===== src/design/mow_pkg.sv =====
// Median-of-window package: cell control and state types, sample width.
// No dependencies; imported by mow_cell and median_of_window.
package mow_pkg;

  localparam int SampleW = 16;
  localparam int CountW  = 5;

  typedef logic signed [SampleW-1:0] sample_t;

  // Operation broadcast to every cell of the sorted chain.
  typedef enum logic [1:0] {
    OP_HOLD,
    OP_INSERT,
    OP_SHIFT
  } cell_op_t;

  typedef struct packed {
    cell_op_t op;
    sample_t  sample;
  } cell_ctrl_t;

  // Controller states.
  typedef enum logic [1:0] {
    ST_IN,
    ST_SEEK,
    ST_CALC
  } mow_state_t;

endpackage


===== src/design/mow_cell.sv =====
// One cell of the sorted insertion chain: holds one sample.
// Depends on mow_pkg.
module mow_cell import mow_pkg::*; (
  input  logic       clk,
  input  cell_ctrl_t ctrl,
  input  logic       occupied,
  input  logic       left_occupied,
  input  logic       left_gt,
  input  sample_t    left_value,
  input  sample_t    right_value,
  output sample_t    value,
  output logic       gt
);

  sample_t value_r;
  sample_t value_nxt;
  logic    take;

  assign value = value_r;
  assign gt    = occupied && (value_r > ctrl.sample);
  // Take a value when this entry moves up, or when it is the first free slot.
  assign take  = gt || (!occupied && left_occupied);

  always_comb begin
    value_nxt = value_r;
    unique case (ctrl.op)
      OP_INSERT: begin
        if (take) begin
          value_nxt = left_gt ? left_value : ctrl.sample;
        end
      end
      OP_SHIFT: value_nxt = right_value;
      default:  value_nxt = value_r;
    endcase
  end

  always_ff @(posedge clk) begin
    value_r <= value_nxt;
  end

endmodule


===== src/design/median_of_window.sv =====
// Median of a set of signed samples, kept sorted in a chain of MAX_SAMPLES cells.
// Throughput: one sample per cycle while a set fills; a sample marked last then goes
// through the steps insert, shift the chain to its middle, capture the middle pair,
// average. An output stall holds the average step. Reset (rst_n low, synchronous)
// clears count, drop flag, seek index, state and out_valid; the sample cells are
// not reset.
module median_of_window import mow_pkg::*; #(
  parameter int MAX_SAMPLES = 16
) (
  input  logic                clk,
  input  logic                rst_n,
  input  logic                in_valid,
  output logic                in_stall,
  input  logic signed [15:0]  in_sample,
  input  logic                in_last,
  output logic                out_valid,
  input  logic                out_stall,
  output logic signed [15:0]  out_median,
  output logic [CountW-1:0]   out_sample_count,
  output logic                out_overflow
);

  // Count must be able to hold MAX_SAMPLES itself.
  localparam int CW     = $clog2(MAX_SAMPLES + 1);
  // The upper middle element sits next to the head once the chain is shifted.
  localparam int HI_IDX = (MAX_SAMPLES > 1) ? 1 : 0;

  mow_state_t state_r, state_nxt;
  logic [CW-1:0] cnt_r;
  logic [CW-1:0] seek_r;
  logic          drop_r;
  sample_t       lo_r, hi_r;

  logic          out_valid_r;
  sample_t       median_r;
  logic [CountW-1:0] count_out_r;
  logic          overflow_r;

  cell_ctrl_t    ctrl;
  logic          in_xfer;
  logic          full;
  logic [CW-1:0] half;
  logic [CW-1:0] target;
  logic          at_target;
  logic          load_out;

  sample_t vals [MAX_SAMPLES];
  logic    gts  [MAX_SAMPLES];
  logic    occ  [MAX_SAMPLES];

  logic signed [16:0] sum;
  logic signed [16:0] sum_adj;

  assign in_xfer   = in_valid && !in_stall;
  assign full      = (cnt_r == CW'(MAX_SAMPLES));
  assign half      = cnt_r >> 1;
  // Odd count: the middle element; even count: the lower of the middle pair.
  assign target    = cnt_r[0] ? half : half - CW'(1);
  assign at_target = (seek_r == target);
  assign load_out  = (state_r == ST_CALC) && (!out_valid_r || !out_stall);

  // Chain of cells; each entry below the count is occupied, so the occupied
  // cells form a prefix and the larger-than-sample cells a suffix of it.
  for (genvar i = 0; i < MAX_SAMPLES; i++) begin : g_cell
    assign occ[i] = (CW'(i) < cnt_r);
    if (i == 0) begin : g_head
      mow_cell u_cell (
        .clk          (clk),
        .ctrl         (ctrl),
        .occupied     (occ[i]),
        .left_occupied(1'b1),
        .left_gt      (1'b0),
        .left_value   (ctrl.sample),
        .right_value  (vals[(MAX_SAMPLES > 1) ? 1 : 0]),
        .value        (vals[i]),
        .gt           (gts[i])
      );
    end else begin : g_body
      mow_cell u_cell (
        .clk          (clk),
        .ctrl         (ctrl),
        .occupied     (occ[i]),
        .left_occupied(occ[i-1]),
        .left_gt      (gts[i-1]),
        .left_value   (vals[i-1]),
        .right_value  (vals[(i < MAX_SAMPLES - 1) ? i + 1 : i]),
        .value        (vals[i]),
        .gt           (gts[i])
      );
    end
  end

  // Next state.
  always_comb begin
    state_nxt = state_r;
    unique case (state_r)
      ST_IN:   if (in_xfer && in_last) state_nxt = ST_SEEK;
      ST_SEEK: if (at_target) state_nxt = ST_CALC;
      ST_CALC: if (load_out) state_nxt = ST_IN;
      default: state_nxt = ST_IN;
    endcase
  end

  // Outputs of the controller: chain operation and input stall.
  always_comb begin
    in_stall    = (state_r != ST_IN);
    ctrl.sample = in_sample;
    ctrl.op     = OP_HOLD;
    unique case (state_r)
      ST_IN:   if (in_valid && !full) ctrl.op = OP_INSERT;
      ST_SEEK: if (!at_target) ctrl.op = OP_SHIFT;
      ST_CALC: ctrl.op = OP_HOLD;
      default: ctrl.op = OP_HOLD;
    endcase
  end

  // Mean of the middle pair, truncated toward zero (an odd count pairs the
  // middle element with itself).
  assign sum     = {lo_r[15], lo_r} + {hi_r[15], hi_r};
  assign sum_adj = sum + {16'b0, sum[16]};

  always_ff @(posedge clk) begin
    if (!rst_n) begin
      state_r     <= ST_IN;
      cnt_r       <= '0;
      drop_r      <= 1'b0;
      seek_r      <= '0;
      out_valid_r <= 1'b0;
    end else begin
      state_r <= state_nxt;
      if (in_xfer) begin
        // Keep the sample if there is room, otherwise drop it and flag.
        if (!full) begin
          cnt_r <= cnt_r + CW'(1);
        end else begin
          drop_r <= 1'b1;
        end
        seek_r <= '0;
      end
      if (state_r == ST_SEEK && !at_target) begin
        seek_r <= seek_r + CW'(1);
      end
      if (load_out) begin
        out_valid_r <= 1'b1;
        cnt_r       <= '0;
        drop_r      <= 1'b0;
      end else if (out_valid_r && !out_stall) begin
        out_valid_r <= 1'b0;
      end
    end
  end

  // Payload registers.
  always_ff @(posedge clk) begin
    if (state_r == ST_SEEK && at_target) begin
      lo_r <= vals[0];
      hi_r <= cnt_r[0] ? vals[0] : vals[HI_IDX];
    end
    if (load_out) begin
      median_r    <= sum_adj[16:1];
      count_out_r <= CountW'(cnt_r);
      overflow_r  <= drop_r;
    end
  end

  assign out_valid        = out_valid_r;
  assign out_median       = median_r;
  assign out_sample_count = count_out_r;
  assign out_overflow     = overflow_r;

endmodule

===== config.mk =====
export PLATFORM = sky130hd
export DESIGN_NAME = median_of_window
export DESIGN_NICKNAME = d
export VERILOG_FILES = /design/src/design/mow_pkg.sv /design/src/design/mow_cell.sv /design/src/design/median_of_window.sv
export SDC_FILE = /design/constraint.sdc
export NUM_CORES = 1
export LEC_CHECK = 0
export BUFFER_PORTS_ARGS = -buffer_cell sky130_fd_sc_hd__buf_2
export CAP_MARGIN = 0
export CORE_UTILIZATION = 46
export DETAILED_ROUTE_END_ITERATION = 6
export PLACE_DENSITY = 0.65
export SETUP_SLACK_MARGIN = 0.05
export SYNTH_ARGS = -nofsm -noshare
export SYNTH_HDL_FRONTEND = slang
export SYNTH_HIERARCHICAL = 1
export SYNTH_SLANG_ARGS = --single-unit

===== constraint.sdc =====
create_clock -name clk -period 10.2 [get_ports clk]
set_input_delay 0.51 -clock clk [delete_from_list [all_inputs] [get_ports clk]]
set_output_delay 0.51 -clock clk [all_outputs]
set_load 0.02 [all_outputs]

==> flow_summary.yaml, run 1 <==
floorplan:
  io_pins: 45
  die_area_mm2: 0.0534
  start_util: 0.468
  core_area_mm2: 0.0515
  die_height_um: 231
  rows: 83
  die_width_um: 231
timing:
  final_hold_viol_count: 0
  rsz0062_at_grt: "no"
  layout_min_cycle_time_ps: 4850
  fin_tns_setup_ps: 0
  max_slew.worst_pin.slew_ps: 1210
  finalMaxSlewViolations: 0
  slew_headroom: 0.191
  finalSetupViolations: 0
  clock_skew_ps: 18.5
  fmax_mhz: 206
  final.period_utilization: 0.475
detailed_routing:
  vias: 19200
  drc: 0
  vias_per_cell: 5.90
  drt_iter0_markers: 1538
  antenna_left: 0
  drt-pass1-iter-count: 6
  wl_um: 67700
  wire_per_inst_um: 20.8
clocking:
  htree_levels: 2
  cts_resized: 0
  cts_hold_buf: 0
  clk_path_buf_depth: 3
  clkSlewWorstSetupHoldPaths_ps: 60
  clock-sinks: 324
  cts_root_buf: "clkbuf_16"
  insertion_delay_ps: 570
  cts_setup_buffers: 0
  cts_tree: "built"
  cts_buffers: 39
placed_design:
  dp_hpwl_um: 49300
  place.gp.congestion: 0.919
  postPlaceCellArea_mm2: 0.0253
  port_buffers: 44
cells_and_area:
  final_cell_mix: "nand2_1 (347), edfxtp_1 (310), o21ai_0 (296)"
  nFillCells: 4746
  nets: 2848
  syn_to_final_growth_pct: 9.72
  final_area_mm2: 0.0265
  drive_gt1_frac: 0.0897
  final_common_cell: "nand2_1"
logic_synthesis:
  yosysWarnings: 6
  synth.net_count: 2804
  synth_area_mm2: 0.0241
  syn_inst: 2502
  avgSynthCellArea_um2: 9.64
setup_path:
  end_kind: "flip-flop"
  cp.required_ps: 10450
  critPathKind: "flip-flop to flip-flop"
  critPathArrivalTime_ps: 5100
  crit_fanout: 35
  setup.worst_path.start_class: "flip-flop"
grt:
  grt-ovfl-total: 0
  grt_pass1_wl_um: 106000
  grt_pass1_vias: 19100
  antenna_found_initial: 0
  grt_use_total: 0.254
  grt_max_degree: 36
power_and_ir_drop:
  power_density_mw_per_mm2: 133
  power_w: 0.00353
  peakVddDrop_mv: 0.0944
  leakage_nw: 10.2
run:
  max_cap_viol_count: 0
worst_hold_path:
  worstHoldPathType: "input port to flip-flop"
run_status:
  status: "complete, no violations"
-- through the flow --
| step | hold WS, ps | setup WS (ps) | std cells | utilization |
|---|---|---|---|---|
| after floorplan | 409 | 5330 | 2502 | - |
| after global placement | 504 | 5430 | 3185 | 0.491 |
| after detailed placement | 525 | 5390 | 3185 | 0.491 |
| after CTS | 237 | 5360 | 3255 | 0.514 |
| after global routing | 279 | 4890 | 3255 | 0.514 |
| final | 261 | 5350 | 3256 | 0.514 |
-- sequential cells by signal (all words and copies together) (netlist names) --
| name | count |
|---|---|
| g_cell.g_body.u_cell/value | 240 |
| drop_r | 1 |
| cnt_r | 5 |
| out_sample_count | 5 |
| lo_r | 16 |
| hi_r | 16 |
| out_median | 16 |
| state_r | 2 |
| seek_r | 5 |
| g_cell.g_head.u_cell/value | 16 |
| out_overflow | 1 |
| out_valid | 1 |
-- metal layers --
metal,vias up,part of all wire,track usage
li1,9146,-,-
met1,9210,0.44,0.340
met2,686,0.46,0.417
met5,-,0,0
met4,0,0.035,0.0979
met3,160,0.064,0.0309
-- worst max-delay path: stages, from the launching register on --
cell and delay, ps:
dfxtp_1 1070, inv_1 230, ha_1 390, xor2_1 190
a41oi_4 670, buf_4 520, nor2b_2 900, nor2_1 150
o41ai_2 90, buf_4 290
-- final timing paths --
path	start	end	slack [ps]	cells after the start
setup reg to reg	cnt_r[0]	g_cell[6].g_body.u_cell/value[14]	5350	9
hold reg to reg	out_valid	out_valid	540	2
hold / removal	out_stall	out_valid	260	3
setup / recovery	cnt_r[0]	g_cell[6].g_body.u_cell/value[14]	5350	9
-- report_power, final --
part,total (W),internal [W],switching (W)
logic,0.000584,0.000221,0.000363
registers,0.00165,0.00156,0.0000867
clock network,0.00130,0.000740,0.000562
-- layout make-up --
type                            count  area [um2]  area share
Antenna cell                        1        2.50   0.0000945
Clock buffer                       51        1070      0.0405
Clock inverter                     19         103     0.00388
Inverter                          289        1080      0.0410
Multi-Input combinational cell   1799       13200       0.498
Sequential cell                   324        9590       0.362
Tap cell                          680         851      0.0321
Timing Repair Buffer               93         588      0.0222
Note: power is estimated with default switching activity, not from simulation.
==> inputs of run 2 (changes only) <==
- PLACE_DENSITY: 0.65 -> 0.68
- clock period: 10.2 -> 4.35 ns (I/O delays scaled with it)
==> flow_summary.yaml, run 2 (synthesis gave the netlist of run 1 again) <==
run_status:
  status: "complete, no violations"
clocking:
  htree_levels: 2
  clk_path_buf_depth: 3
  insertion_delay_ps: 580
  cts_resized: 0
  clock-sinks: 324
  cts_root_buf: "clkbuf_16"
  cts_tree: "built"
  cts_buffers: 39
  cts_setup_buffers: 0
  clkSlewWorstSetupHoldPaths_ps: 60
setup_path:
  setup.worst_path.start_class: "flip-flop"
  cp.required_ps: 4610
  timing.rr.start: "cnt_r[2]"
  critPathArrivalTime_ps: 3890
  r2r_end: "g_cell[14].g_body.u_cell/value[12]"
  end_kind: "flip-flop"
  r2r_slack_ps: 720
  crit_fanout: 34
  critPathKind: "flip-flop to flip-flop"
  ff2ff_path_depth: 13
placed_design:
  postPlaceCellArea_mm2: 0.0254
  place.gp.congestion: 0.876
  dp_hpwl_um: 48600
  port_buffers: 44
worst_hold_path:
  min_from: "in_valid"
  whs_path_depth: 4
  holdPathEnd: "seek_r[3]"
  worstHoldPathType: "input port to flip-flop"
grt:
  grt_pass1_vias: 19300
  grt_max_degree: 35
  antenna_found_initial: 3
  grt_use_total: 0.240
  grt_pass1_wl_um: 103000
  grt-ovfl-total: 0
cells_and_area:
  multi_input_area_mm2: 0.0132
  nFillCells: 4676
  nets: 2872
  syn_to_final_growth_pct: 10.5
  final_area_mm2: 0.0266
  drive_gt1_frac: 0.0938
  ff_latch_area_mm2: 0.00959
  final_cell_mix: "nand2_1 (347), edfxtp_1 (310), o21ai_0 (296)"
  largest_reg_flops: 240
  final_common_cell: "nand2_1"
timing:
  final.period_utilization: 0.834
  hold_slack_ps: 148
  max_slew.worst_pin.slew_ps: 811
  slew_headroom: 0.460
  layout_min_cycle_time_ps: 3630
  clock_skew_ps: 31.6
  fmax_mhz: 276
  fin_tns_setup_ps: 0
  finalSetupViolations: 0
  finalMaxSlewViolations: 0
  rsz0062_at_grt: "no"
  final_hold_viol_count: 0
detailed_routing:
  drt-pass1-iter-count: 5
  drc: 0
  vias_per_cell: 5.86
  vias: 19200
  drt_iter0_markers: 1453
  wl_um: 63700
  antenna_left: 0
  wire_per_inst_um: 19.4
power_and_ir_drop:
  power_w: 0.00831
  peakVddDrop_mv: 0.251
  power_density_mw_per_mm2: 312
  leakage_nw: 10.3
floorplan:
  core_area_mm2: 0.0515
  die_width_um: 231
  io_pins: 45
  die_height_um: 231
  die_area_mm2: 0.0534
  start_util: 0.468
  rows: 83
run:
  max_cap_viol_count: 0
[run 2: what timing repair did]
item,in CTS,in global routing
hold buffers,4,0
setup endpoints to repair,0,0
endpoints found under the hold margin,8,0
[run 2: power by group]
part	internal (W)	switching (W)	total, W
clock	0.00173	0.00136	0.00309
combinational	0.000531	0.000849	0.00138
sequential	0.00366	0.000181	0.00384
total	0.00592	0.00239	0.00831
[run 2: worst max-delay path: stages (launching register included)]
cell and delay [ps]:
dfxtp_1 550, inv_1 200, ha_1 280, nor2b_1 200, xnor2_1 160, o21ai_0 170
o21ai_1 130, a41oi_4 170, buf_4 410, nor2b_2 220, buf_4 310, nor2_1 110
o41ai_2 70, buf_4 320
[run 2: area by class of cell]
class,instances,area share
Clock buffer,55,0.0404
Inverter,289,0.0407
Timing Repair Buffer,117,0.0297
Tap cell,680,0.0319
Antenna cell,2,0.000188
Sequential cell,324,0.360
Clock inverter,16,0.00338
Multi-Input combinational cell,1799,0.494
[run 2: worst max-delay path by stage]
stage	startpoint	slack, ps	cells past startpoint	to
global placement	in_sample[15]	720	11	g_cell[9].g_body.u_cell/value[12]
global route	cnt_r[2]	420	13	g_cell[14].g_body.u_cell/value[14]
floorplan	cnt_r[0]	200	6	g_cell[15].g_body.u_cell/value[0]
CTS	cnt_r[2]	780	13	g_cell[14].g_body.u_cell/value[8]
detailed placement	in_sample[15]	650	11	g_cell[9].g_body.u_cell/value[12]
finish	cnt_r[2]	720	13	g_cell[14].g_body.u_cell/value[12]
[run 2: per-layer routing]
layer,vias up,global-route usage,share of wire
met2,551,0.412,0.48
met1,9352,0.304,0.43
met5,-,0,0.00036
met4,4,0.0815,0.030
met3,137,0.0387,0.055
li1,9176,-,-
[run 2: stage by stage]
step | setup WS, ps | std cells | utilization
3_3_place_gp | 719 | 3205 | 0.494
5_1_grt | 416 | 3281 | 0.517
6_report | 721 | 3282 | 0.517
4_1_cts | 781 | 3280 | 0.517
3_5_place_dp | 652 | 3205 | 0.494
2_1_floorplan | 196 | 2502 | -
==> inputs of run 3 (changes only) <==
- clock period: 4.35 -> 3.02 ns (I/O delays scaled with it)
==> flow_summary.yaml, run 3 (synthesis gave the netlist of run 1 again) <==
timing:
  max_slew.worst_pin.slew_ps: 884
  finalSetupViolations: 7
  slew_headroom: 0.410
  clock_skew_ps: 39.5
  finalMaxSlewViolations: 0
  hold_slack_ps: 36.3
  fin_ws_ps: -25.5
  final.period_utilization: 1.01
  fmax_mhz: 328
  rsz0062_at_grt: "yes"
  final_hold_viol_count: 0
  layout_min_cycle_time_ps: 3050
clocking:
  cts_buffers: 39
  clkSlewWorstSetupHoldPaths_ps: 60
  cts_tree: "built"
  cts_root_buf: "clkbuf_16"
  insertion_delay_ps: 590
  htree_levels: 2
  clock-sinks: 324
  clk_path_buf_depth: 3
detailed_routing:
  drt_iter0_markers: 1544
  wire_per_inst_um: 19.9
  wl_um: 71000
  vias: 20800
  vias_per_cell: 5.83
  drt-pass1-iter-count: 7
  antenna_left: 0
  drc: 0
grt:
  grt_pass1_vias: 20700
  antenna_found_initial: 1
  grt_use_total: 0.252
  grt_pass1_wl_um: 107000
  grt_max_degree: 38
  grt-ovfl-total: 0
setup_path:
  crit_fanout: 8
  path_buf_inv: 2
  end_kind: "flip-flop"
  r2r_slack_ps: -30
  crit_chain: "ha_1, nand4_1, or4_4, a21o_1, a31o_4, buf_6, nor2_4, buf_12, mux2i_4, o21ai_1"
  crit_path_start: "g_cell[7].g_body.u_cell/value[9]"
  critPathKind: "flip-flop to flip-flop"
  timing.rr.start: "g_cell[7].g_body.u_cell/value[9]"
  cp_slowest_cell: "or4_4"
  cpPeakStageDelay_ps: 570
  setup.worst_path.start_class: "flip-flop"
  path_delay_family: "simple AND/OR/NAND/NOR gates"
  critPathArrivalTime_ps: 3360
  cp.required_ps: 3340
power_and_ir_drop:
  leakage_nw: 12.0
  power_density_mw_per_mm2: 413
  peakVddDrop_mv: 0.412
cells_and_area:
  final_cells: 3563
  final_cell_mix: "nand2_1 (347), edfxtp_1 (310), buf_4 (292)"
  nFillCells: 4230
  final_area_mm2: 0.0305
  utilization: 0.592
  antenna_cells: 0
  largest_reg_flops: 240
  final_common_cell: "nand2_1"
  drive_gt1_frac: 0.226
  nets: 3155
  syn_to_final_growth_pct: 26.4
placed_design:
  dp_cells: 3400
  dp_hpwl_um: 52100
  postPlaceCellArea_mm2: 0.0273
  port_buffers: 44
  place.gp.congestion: 0.937
floorplan:
  die_width_um: 231
  die_height_um: 231
  io_pins: 45
  start_util: 0.468
  rows: 83
  core_area_mm2: 0.0515
  die_area_mm2: 0.0534
worst_hold_path:
  worstHoldPathType: "input port to flip-flop"
  min_from: "in_valid"
run_status:
  status: "complete, but fails checks"
  violations: "negative setup slack"
run:
  max_cap_viol_count: 0
[run 3: cell count changes in the layout (fill, tap and decap cells not counted), moves of 22 or more]
cell / before / now
buf_12: 1 / 30
buf_4: 68 / 292
ha_1: 280 / 243
ha_4: 0 / 35
mux2i_1: 259 / 225
o21ai_0: 296 / 272
o21ai_1: 19 / 41
[run 3: area by class of cell]
| cell class | count | area (um2) | share of cell area |
|---|---|---|---|
| Multi-Input combinational cell | 1799 | 14300 | 0.470 |
| Inverter | 289 | 1090 | 0.0357 |
| Clock inverter | 16 | 86.3 | 0.00283 |
| Sequential cell | 324 | 9600 | 0.315 |
| Clock buffer | 55 | 1060 | 0.0347 |
| Tap cell | 680 | 851 | 0.0279 |
| Timing Repair Buffer | 400 | 3480 | 0.114 |
[run 3: power by group]
part | internal [W] | leakage (nW) | switching [W]
sequential | 0.00526 | 2.95 | 0.000214
combinational | 0.00122 | 8.51 | 0.00151
clock | 0.00244 | 0.552 | 0.00194
[run 3: worst reg2reg max path, stage by stage, from the launching register on]
cell and delay, ps:
edfxtp_1 430, ha_1 320, nand4_1 160, or4_4 570, a21o_1 210, a31o_4 260, buf_6 120, nor2_4 190
buf_12 190, mux2i_4 250, o21ai_1 80
[run 3: final timing paths]
path / cells past startpoint / endpoint
worst max-delay path: 10 / g_cell[8].g_body.u_cell/value[15]
worst min-delay path: 4 / seek_r[3]
worst max register to register: 10 / g_cell[8].g_body.u_cell/value[15]
worst min register to register: 0 / out_overflow
[run 3: timing repair]
action                                 4_1_cts  5_1_grt
buffers inserted                             9       65
gates cloned                                 1       12
setup endpoints to repair                  142      453
endpoints found under the hold margin        8        0
hold buffers                                 5        0
pin swaps                                    7       35
resized for setup                           33      199
[run 3: per-stage QoR]
stage | TNS, ps | setup WS [ps] | total power (W)
finish | -74.8 | -25.5 | 0.0126
CTS | -96.9 | -44.4 | 0.0123
global route | -1860 | -150 | 0.0131
detailed placement | -12610 | -211 | 0.00792
floorplan | -117890 | -465 | 0.00688
global placement | -4980 | -197 | 0.00778
[run 3: per-layer routing]
layer  global-route usage  vias up  wire length [um]
li1                     -     9768                 -
met1                0.307    10100             29500
met2                0.447      697             35400
met3               0.0304      181              3620
met4                0.102        2              2460
met5                    0        -                11
